===== src/nac_pkg.sv =====
// Shared types, constants and CRC-8 helper functions for the allocation table entry checker.
`default_nettype none

package nac_pkg;

   localparam int unsigned EntryBytes  = 8;
   localparam int unsigned AlignBytes  = 4;
   localparam int unsigned CrcMsgBits  = 8 * (EntryBytes - 1);

   localparam logic [7:0]  ErasedByte  = 8'hff;
   localparam logic [15:0] CloseId     = 16'hffff;
   localparam logic [7:0]  CrcPoly     = 8'h07;
   localparam logic [7:0]  CrcInit     = 8'hff;

   localparam int unsigned ReqDataBits = 80;
   localparam int unsigned RspDataBits = 72;
   localparam int unsigned RspUserBits = 4;

   typedef struct packed {
      logic        multipart_reject;
      logic        is_close_entry;
      logic        is_valid;
      logic        is_erased;
      logic [16:0] record_end;
      logic [15:0] record_length;
      logic [15:0] record_offset;
      logic [15:0] record_id;
   } nac_result_type;

   // One byte through the MSB-first CRC-8 register.
   function automatic logic [7:0] crc8_byte(input logic [7:0] crc_in, input logic [7:0] data);
      logic [7:0] crc;
      crc = crc_in ^ data;
      for (int b = 0; b < 8; b++) begin
         if (crc[7]) begin
            crc = {crc[6:0], 1'b0} ^ CrcPoly;
         end else begin
            crc = {crc[6:0], 1'b0};
         end
      end
      return crc;
   endfunction

   // CRC over the seven message bytes, byte 0 first.
   function automatic logic [7:0] crc8_msg(input logic [7:0] init,
                                           input logic [CrcMsgBits-1:0] msg);
      logic [7:0] crc;
      crc = init;
      for (int k = 0; k < int'(EntryBytes - 1); k++) begin
         crc = crc8_byte(crc, msg[8*k +: 8]);
      end
      return crc;
   endfunction

   // Contribution of a single message bit, with a zero starting value.
   function automatic logic [7:0] crc8_column(input int unsigned bit_idx);
      logic [CrcMsgBits-1:0] msg;
      msg = '0;
      msg[bit_idx] = 1'b1;
      return crc8_msg(8'h00, msg);
   endfunction

endpackage

`default_nettype wire


===== src/nac_crc8.sv =====
// CRC-8 over the seven leading entry bytes, built as a parallel XOR network.
`default_nettype none

module nac_crc8
   import nac_pkg::*;
(
   input  wire logic [CrcMsgBits-1:0] msg,
   output logic      [7:0]            crc
);

   // The CRC is linear, so it is the check value of an all-zero message
   // combined with the contribution of every set message bit.
   localparam logic [7:0] CrcBase = crc8_msg(CrcInit, '0);

   logic [7:0] term [CrcMsgBits];

   for (genvar g = 0; g < int'(CrcMsgBits); g++) begin : g_col
      localparam logic [7:0] Column = crc8_column(g);
      assign term[g] = msg[g] ? Column : 8'h00;
   end

   always_comb begin
      crc = CrcBase;
      for (int i = 0; i < int'(CrcMsgBits); i++) begin
         crc = crc ^ term[i];
      end
   end

endmodule

`default_nettype wire


===== src/nac_check.sv =====
// Field split and validity checks for one allocation table entry.
`default_nettype none

module nac_check
   import nac_pkg::*;
#(
   parameter int unsigned SECTOR_BYTES = 4096
) (
   input  wire logic [63:0]    entry_word,
   input  wire logic [12:0]    entry_position,
   output nac_result_type      result
);

   localparam logic [16:0] CloseOff  = 17'(SECTOR_BYTES - EntryBytes);
   localparam logic [2:0]  SectorLow = 3'(SECTOR_BYTES % EntryBytes);

   logic [15:0] id;
   logic [15:0] off;
   logic [15:0] len;
   logic [7:0]  part;
   logic [7:0]  crc_stored;
   logic [7:0]  crc_calc;
   logic [16:0] span_end;
   logic        crc_ok;
   logic        part_erased;
   logic        valid;

   assign id         = entry_word[15:0];
   assign off        = entry_word[31:16];
   assign len        = entry_word[47:32];
   assign part       = entry_word[55:48];
   assign crc_stored = entry_word[63:56];

   nac_crc8 u_crc (
      .msg (entry_word[CrcMsgBits-1:0]),
      .crc (crc_calc)
   );

   assign span_end    = {1'b0, off} + {1'b0, len};
   assign crc_ok      = (crc_calc == crc_stored);
   assign part_erased = (part == ErasedByte);

   // Alignment is a power of two, so only the low offset bits matter.
   assign valid = part_erased && crc_ok &&
                  (off[$clog2(AlignBytes)-1:0] == '0) &&
                  (span_end < CloseOff) &&
                  (span_end <= {4'b0000, entry_position});

   always_comb begin
      result.record_id        = id;
      result.record_offset    = off;
      result.record_length    = len;
      result.record_end       = span_end;
      result.is_erased        = &entry_word;
      result.is_valid         = valid;
      // The gap to the sector end is a multiple of eight exactly when the
      // low three bits of the offset match those of the sector size.
      result.is_close_entry   = valid && (id == CloseId) && (len == '0) &&
                                (off[2:0] == SectorLow);
      result.multipart_reject = !part_erased && crc_ok;
   end

endmodule

`default_nettype wire

===== config.mk =====
export PLATFORM = sky130hd
export DESIGN_NAME = nac_check
export DESIGN_NICKNAME = d
export VERILOG_FILES = /design/src/nac_pkg.sv /design/src/nac_crc8.sv /design/src/nac_check.sv
export SDC_FILE = /design/constraint.sdc
export NUM_CORES = 1
export LEC_CHECK = 0
export ABC_AREA = 1
export BUFFER_PORTS_ARGS = -buffer_cell sky130_fd_sc_hd__buf_2
export CORE_MARGIN = 4
export CORE_UTILIZATION = 60
export DETAILED_ROUTE_END_ITERATION = 8
export PLACE_DENSITY_LB_ADDON = 0.15
export SYNTH_ARGS = -nofsm -noshare
export SYNTH_HDL_FRONTEND = slang
export SYNTH_HIERARCHICAL = 1
export SYNTH_SLANG_ARGS = --single-unit

===== constraint.sdc =====
create_clock -name vclk -period 9
set_input_delay 1.35 -clock vclk [all_inputs]
set_output_delay 1.35 -clock vclk [all_outputs]
set_load 0.01 [all_outputs]

==> results of run 1 <==
-- power breakdown --
part | internal [mW] | switching [mW]
sequential | 0 | 0
combinational | 0.174 | 0.280
clock | 0 | 0
-- cell families after synthesis --
logic type / synth area share (%)
simple gates: 48.1
buf+inv: 21.9
xor+xnor: 20.6
fa+ha+maj: 7.66
compound gates: 1.73
-- cell type report --
type | instances | area [µm²] | area share (%)
multi-input combinational | 717 | 3900 | 72.6
timing repair buffer | 146 | 731 | 13.6
inverter | 163 | 612 | 11.4
tap | 105 | 131 | 2.44
-- metal layers --
| metal | vias up | track usage [%] | part of all wire, % |
|---|---|---|---|
| met5 | - | 0 | 0.079 |
| met4 | 2 | 11.8 | 4.2 |
| met3 | 45 | 2.81 | 7.6 |
| met2 | 225 | 55.2 | 48 |
| met1 | 2510 | 35.3 | 40 |
| li1 | 2991 | - | - |
-- cells in the mapped netlist (all sizes together) --
| master | instances |
|---|---|
| a21o | 2 |
| a21oi | 11 |
| and2 | 2 |
| and3 | 1 |
| buf | 64 |
| clkbuf | 7 |
| fa | 1 |
| ha | 29 |
| inv | 163 |
| nand2 | 395 |
| nand2b | 1 |
| nand3 | 68 |
| nand3b | 17 |
| nand4 | 22 |
| nor2 | 34 |
| nor3 | 4 |
| nor4 | 9 |
| o21ai | 1 |
| o21bai | 1 |
| or2 | 3 |
| xnor2 | 69 |
| xor2 | 47 |
-- worst paths after layout --
check                          start    endpoint  cells after the start
worst max-delay path  entry_word[32]  result[67]                     20
worst min-delay path   entry_word[9]   result[9]                      2
-- metrics by stage --
step / cells / util, % / area, µm² / worst slack, ns / power (mW)
global placement: 1131 / 65.8 / 5380 / 3.57 / 0.445
detailed placement: 1131 / 65.8 / 5380 / 3.47 / 0.451
global route: 1131 / 65.8 / 5380 / 3.20 / 0.516
CTS: 1131 / 65.8 / 5380 / 3.45 / 0.452
floorplan: 951 / - / 5000 / 4.01 / 0.344
finish: 1131 / 65.8 / 5380 / 3.46 / 0.454
==> summary.log, run 1 <==
[outcome] status complete, no violations
[logic_synthesis] Synthesized Nets 1,058
[timing] final hold slack 2.98 ns
[drt] Vias 5,773
[floorplan] boundary pin count 146
[layout] register area 0 µm²
[logic_synthesis] Yosys warnings 6
[timing] relative slew slack 59.0%
[worst_setup_path] Worst setup SP type input pin
[clocking] number of hold buffers added after CTS 0
[floorplan] Die Area 0.00986 mm²
[layout] net count of the finished layout 1,135
[power_and_ir_drop] areal power density over the cells 84.5 mW/mm²
[timing] total count of hold-check failures in the final report 0
[worst_setup_path] Max stage delay cell, worst path sky130_fd_sc_hd__fa_1
[logic_synthesis] count of unique library cells instantiated by Yosys 34
[clocking] cells resized by post-CTS repair 0
[timing] Final Max Slew Viols 0
[worst_setup_path] CP Class input pin to primary output
[worst_setup_path] worst-path cell chain buf_2, ha_1, inv_1, fa_1, inv_1, nand3_1, nand2_2, nand3_1, nand4_1, nand2_1, ha_1, nand4_1, nor3_1, nand3_1, nand2_1, inv_1, nor2_4, nand3_2, nor2_2, buf_2
[floorplan] floorplan core area 0.00818 mm²
[grt] via count of the first global-routing pass 5,192
[floorplan] number of core rows 33
[grt] total global-route track usage 29.9%
[worst_setup_path] total buffers and inverters traversed by the critical path 5
[drt] Remaining DRCs 0
[place] Routability Congestion 0.942
[drt] routed len/inst 13.5 µm
[layout] most frequent cells in the layout sky130_fd_sc_hd__nand2_1 (385), sky130_fd_sc_hd__inv_1 (159), sky130_fd_sc_hd__buf_2 (146)
[drt] number of routed nets with antenna violations 0
[layout] number of clock buffers in the layout 0
[logic_synthesis] post-synthesis cell type with the largest combined area sky130_fd_sc_hd__nand2_1
[drt] via/cell ratio 5.10
[logic_synthesis] Yosys top cell area share 28.9%
[worst_setup_path] endpoint kind of the worst setup timing path primary output
[worst_setup_path] crit path DAT 4.19 ns
[worst_setup_path] worst stage delay on the critical path 0.40 ns
[layout] Fill cells 890
[timing] period utilisation layout 61.6%
[grt] first-pass GRT wire length 24.1 mm
[logic_synthesis] cells after synthesis 951
[worst_setup_path] worst-path maximum fanout 10
[logic_synthesis] Mean Syn Cell Area 5.26 µm²
[place] # port buffers 146
[timing] total of endpoints with negative setup slack in the final report 0
[place] post-DP HPWL 13.0 mm
[power_and_ir_drop] Max VDD drop 0.0450 mV
[layout] Area Overhead vs Synth 7.56%
[timing] setup TNS after final layout 0 ns
[grt] GRT Residual Overflow 0
[worst_setup_path] cell family contributing the most delay on the critical path simple AND/OR/NAND/NOR gates
[drt] count of routing violations after the opening detailed-route iteration 347
[floorplan] Die Span Y 99.3 µm
[worst_setup_path] required time at the endpoint of the critical path 7.65 ns
[power_and_ir_drop] leak pwr 3.48 nW
[grt] number of antenna violations at the first check in global routing 1
[flow_run] max-cap check violation count 0
[layout] flip-flop and latch count 0
[grt] largest net degree at the start of global routing 13
[floorplan] starting utilization of the core area 61.2%
[timing] Worst Max-Slew Pin Slew 0.609 ns
[floorplan] Die X-Extent 99.3 µm
[layout] layout cell share with drive strength beyond 1 17.2%
[worst_hold_path] worst hold path class input pin to primary output
[logic_synthesis] Syn Std Cell Area 0.00500 mm²
[timing] Final Critical Period 5.54 ns
[layout] number of diodes added for antenna fixing 0
[drt] detailed-router iteration count before antenna repair 5
[layout] most frequent standard cell in the layout excluding fill and tap cells sky130_fd_sc_hd__nand2_1
[logic_synthesis] sequential area share after synthesis 0%
[drt] Post-Route WL 15.3 mm
[timing] top achievable clock speed 180 MHz
[timing] unrepaired setup endpoints after global routing false
[logic_synthesis] leading cell types by total area after synthesis sky130_fd_sc_hd__nand2_1 (29%), sky130_fd_sc_hd__inv_1 (12%), sky130_fd_sc_hd__xnor2_1 (12%)
[clocking] setup fix buffers added after clock tree synthesis 0
Note: power is estimated with default switching activity, not from simulation.
==> inputs of run 2 (changes only) <==
--- a/config.mk
+++ b/config.mk
@@ -5,10 +5,10 @@
 export SDC_FILE = /design/constraint.sdc
 export NUM_CORES = 1
 export LEC_CHECK = 0
-export ABC_AREA = 1
+export ABC_AREA = 0
 export BUFFER_PORTS_ARGS = -buffer_cell sky130_fd_sc_hd__buf_2
 export CORE_MARGIN = 4
-export CORE_UTILIZATION = 60
+export CORE_UTILIZATION = 50
 export DETAILED_ROUTE_END_ITERATION = 8
 export PLACE_DENSITY_LB_ADDON = 0.15
 export SYNTH_ARGS = -nofsm -noshare
==> constraint.sdc (replaced) <==
create_clock -name vclk -period 5.55
set_input_delay 0.8325 -clock vclk [all_inputs]
set_output_delay 0.8325 -clock vclk [all_outputs]
set_load 0.01 [all_outputs]
==> summary.log, run 2 <==
[timing] setup TNS after final layout 0 ns [unchanged]
[outcome] status complete, no violations [unchanged]
[flow_run] max-cap check violation count 0 [unchanged]
[timing] Final Critical Period 4.94 ns
[worst_hold_path] worst hold path class input pin to primary output [unchanged]
[worst_hold_path] count of cells along the worst hold path 2 [unchanged]
[drt] wire length on met2 4.41 mm [was 7.33 mm]
[timing] top achievable clock speed 202 MHz
[logic_synthesis] Yosys top cell area share 20.2% [was 28.9%]
[timing] period utilisation layout 89.1%
[logic_synthesis] Post-Synth Adder-Cell Area 12.1% [was 7.66%]
[floorplan] Die Span Y 87.5 µm [was 99.3 µm]
[worst_hold_path] Hold Crit Endpoint result[5] [was result[9]]
[logic_synthesis] Synthesized Nets 474 [was 1,058]
[drt] top layer reached by signal wires met4 [was met5]
[floorplan] Die X-Extent 87.5 µm [was 99.3 µm]
[drt] routed metal-1 wire length 4.16 mm [was 6.15 mm]
[layout] area of all placed cells without fillers 0.00361 mm² [was 0.00538 mm²]
[layout] net count of the finished layout 570 [was 1,135]
[layout] most frequent cells in the layout sky130_fd_sc_hd__buf_2 (146), sky130_fd_sc_hd__xnor2_1 (73), sky130_fd_sc_hd__ha_1 (29) [was sky130_fd_sc_hd__nand2_1 (385), sky130_fd_sc_hd__inv_1 (159), sky130_fd_sc_hd__buf_2 (146)]
[worst_setup_path] crit path DAT 4.11 ns [was 4.19 ns]
[logic_synthesis] Mean Syn Cell Area 8.62 µm² [was 5.26 µm²]
[clocking] number of hold buffers added after CTS 0 [unchanged]
[layout] number of diodes added for antenna fixing 0 [unchanged]
[worst_setup_path] Worst setup SP type input pin [unchanged]
[logic_synthesis] Synth top cells by count sky130_fd_sc_hd__xnor2_1 (73), sky130_fd_sc_hd__buf_4 (49), sky130_fd_sc_hd__ha_1 (29) [was sky130_fd_sc_hd__nand2_1 (385), sky130_fd_sc_hd__inv_1 (159), sky130_fd_sc_hd__xnor2_1 (68)]
[power_and_ir_drop] areal power density over the cells 211 mW/mm² [was 84.5 mW/mm²]
[worst_setup_path] worst-path maximum fanout 6 [was 10]
[worst_setup_path] endpoint kind of the worst setup timing path primary output [unchanged]
[grt] largest net degree at the start of global routing 9 [was 13]
[drt] number of routed nets with antenna violations 0 [unchanged]
[grt] total global-route track usage 24.9% [was 29.9%]
[clocking] cells resized by post-CTS repair 0 [unchanged]
[floorplan] Die Area 0.00766 mm² [was 0.00986 mm²]
[layout] layout cell share with drive strength beyond 1 34.9% [was 17.2%]
[clocking] setup fix buffers added after clock tree synthesis 0 [unchanged]
[worst_setup_path] CP Class input pin to primary output [unchanged]
[layout] register area 0 µm² [unchanged]
[power_and_ir_drop] Combinational Power Share 100.0% [about the same]
[drt] Vias 3,081 [was 5,773]
[layout] Area Overhead vs Synth 14.0% [was 7.56%]
[grt] first-pass GRT wire length 14.9 mm [was 24.1 mm]
[power_and_ir_drop] net switching fraction of the power 46.3% [was 61.7%]
[layout] flip-flop and latch count 0 [unchanged]
[logic_synthesis] Yosys warnings 6 [unchanged]
[logic_synthesis] Syn Std Cell Area 0.00316 mm² [was 0.00500 mm²]
[drt] Remaining DRCs 0 [unchanged]
[place] Routability Congestion 0.976 [was 0.942]
[logic_synthesis] area share of and/or/nand/nor cells after synthesis 16.1% [was 48.1%]
[logic_synthesis] post-synthesis cell type with the largest combined area sky130_fd_sc_hd__xnor2_1 [was sky130_fd_sc_hd__nand2_1]
[worst_setup_path] required time at the endpoint of the critical path 4.72 ns [was 7.65 ns]
[logic_synthesis] count of unique library cells instantiated by Yosys 55 [was 34]
[power_and_ir_drop] Internal Pwr Total 0.408 mW [was 0.174 mW]
[logic_synthesis] cells after synthesis 367 [was 951]
[timing] Worst Max-Slew Pin Slew 0.425 ns [was 0.609 ns]
[drt] detailed-router iteration count before antenna repair 4 [was 5]
[grt] GRT Residual Overflow 0 [unchanged]
[drt] met3 wire length 1.09 mm [was 1.16 mm]
[power_and_ir_drop] clock network fraction of total power 0% [about the same]
[drt] via/cell ratio 5.75 [was 5.10]
[power_and_ir_drop] Max VDD drop 0.253 mV [was 0.0450 mV]
[place] # port buffers 146 [unchanged]
[drt] routed len/inst 18.2 µm [was 13.5 µm]
[place] post-DP HPWL 8.48 mm [was 13.0 mm]
[floorplan] starting utilization of the core area 52.5% [was 61.2%]
[logic_synthesis] complex-gate fraction of the synthesized area 12.9% [was 1.73%]
[grt] via count of the first global-routing pass 2,882 [was 5,192]
[timing] relative slew slack 71.6% [was 59.0%]
[logic_synthesis] largest family of logic cells by synthesized area XOR/XNOR gates [was simple AND/OR/NAND/NOR gates]
[place] post-place instance area 0.00361 mm² [was 0.00538 mm²]
[timing] total of endpoints with negative setup slack in the final report 0 [unchanged]
[power_and_ir_drop] Sequential Power Share 0% [about the same]
[place] placed cells 536 [was 1,131]
[timing] total count of hold-check failures in the final report 0 [unchanged]
[power_and_ir_drop] switching pwr 0.352 mW [was 0.280 mW]
[logic_synthesis] mux cell area share after synthesis 0.356% [was 0%]
[drt] count of routing violations after the opening detailed-route iteration 209 [was 347]
[grt] number of antenna violations at the first check in global routing 0 [was 1]
[layout] most frequent standard cell in the layout excluding fill and tap cells sky130_fd_sc_hd__buf_2 [was sky130_fd_sc_hd__nand2_1]
[floorplan] boundary pin count 146 [unchanged]
[timing] unrepaired setup endpoints after global routing false [unchanged]
[layout] Post-Layout Cell Count 536 [was 1,131]
[layout] Fill cells 588 [was 890]
[timing] final hold slack 1.92 ns [was 2.98 ns]
[logic_synthesis] parity-gate share of the synthesized area counting xor and xnor cells 44.1% [was 20.6%]
[power_and_ir_drop] leak pwr 1.84 nW [was 3.48 nW]
[timing] Final Max Slew Viols 0 [unchanged]
[logic_synthesis] leading cell types by total area after synthesis sky130_fd_sc_hd__xnor2_1 (20%), sky130_fd_sc_hd__xnor3_1 (16%), sky130_fd_sc_hd__buf_4 (12%) [was sky130_fd_sc_hd__nand2_1 (29%), sky130_fd_sc_hd__inv_1 (12%), sky130_fd_sc_hd__xnor2_1 (12%)]
[drt] Post-Route WL 9.74 mm [was 15.3 mm]
[power_and_ir_drop] overall power of the completed layout 0.761 mW [was 0.454 mW]
[logic_synthesis] sequential area share after synthesis 0% [unchanged]
[floorplan] floorplan core area 0.00603 mm² [was 0.00818 mm²]
[logic_synthesis] most frequently used cell type in the post-synthesis netlist sky130_fd_sc_hd__xnor2_1 [was sky130_fd_sc_hd__nand2_1]
[layout] number of clock buffers in the layout 0 [unchanged]
[floorplan] number of core rows 28 [was 33]
[worst_hold_path] min-delay src entry_word[5] [was entry_word[9]]
[run 2: cell count changes in the layout (fill, tap and decap cells not counted), moves of 10 or more]
cell and delta:
sky130_fd_sc_hd__xnor3_1 +23, sky130_fd_sc_hd__nand3b_1 -17, sky130_fd_sc_hd__nand2_2 -10, sky130_fd_sc_hd__xor2_1 -29, sky130_fd_sc_hd__inv_1 -139, sky130_fd_sc_hd__nand3_1 -57
sky130_fd_sc_hd__nand2_1 -372, sky130_fd_sc_hd__nor2_1 -10
[run 2: worst max-delay path, cell delays in order]
cell	delay, ns
sky130_fd_sc_hd__buf_2	0.15
sky130_fd_sc_hd__ha_1	0.24
sky130_fd_sc_hd__inv_1	0.08
sky130_fd_sc_hd__fa_1	0.26
sky130_fd_sc_hd__nor2b_4	0.06
sky130_fd_sc_hd__o31a_1	0.29
sky130_fd_sc_hd__o311ai_2	0.35
sky130_fd_sc_hd__a31o_1	0.26
sky130_fd_sc_hd__xnor2_1	0.16
sky130_fd_sc_hd__ha_1	0.29
sky130_fd_sc_hd__nand4_1	0.12
sky130_fd_sc_hd__a21oi_1	0.05
sky130_fd_sc_hd__a2111oi_0	0.27
sky130_fd_sc_hd__a21oi_1	0.15
sky130_fd_sc_hd__nor4_2	0.25
sky130_fd_sc_hd__and3_1	0.18
sky130_fd_sc_hd__buf_2	0.12
[run 2: cell type report]
cell class                 instances  area [µm²]  area share (%)
multi-input combinational        295        2710            75.1
timing repair buffer             146         731            20.3
tap                               75        93.8            2.60
inverter                          20        75.1            2.08
[run 2: routing by layer]
layer  track usage [%]  vias up
met5                 0        -
met4              2.09        0
met3              1.13       10
met2              40.5      186
met1              37.8     1424
li1                  -     1461
[run 2: cell families after synthesis]
family,Yosys count
adder cells (fa/ha/maj),30
AND/OR/NAND/NOR,92
XOR/XNOR,117
AO/OA/AOI/OAI,55
buffers and inverters,72
multiplexers,1
[run 2: worst max-delay path by stage]
stage | start | to | depth (start not counted)
after floorplan | entry_word[16] | result[66] | 16
after global placement | entry_word[16] | result[67] | 17
after detailed placement | entry_word[32] | result[67] | 17
after CTS | entry_word[32] | result[67] | 17
after global routing | entry_word[32] | result[67] | 17
final | entry_word[16] | result[67] | 17
[run 2: power by group through the flow]
stage / registers [mW] / logic (mW) / clock network, mW
floorplan: 0 / 0.597 / 0
global route: 0 / 0.828 / 0
finish: 0 / 0.761 / 0
detailed placement: 0 / 0.756 / 0
CTS: 0 / 0.760 / 0
global placement: 0 / 0.750 / 0
[run 2: metrics by stage]
step / worst slack (ns) / utilization (%)
after global placement: 0.754 / 59.9
after floorplan: 0.991 / -
final: 0.605 / 59.9
after CTS: 0.596 / 59.9
after global routing: 0.187 / 59.9
after detailed placement: 0.603 / 59.9
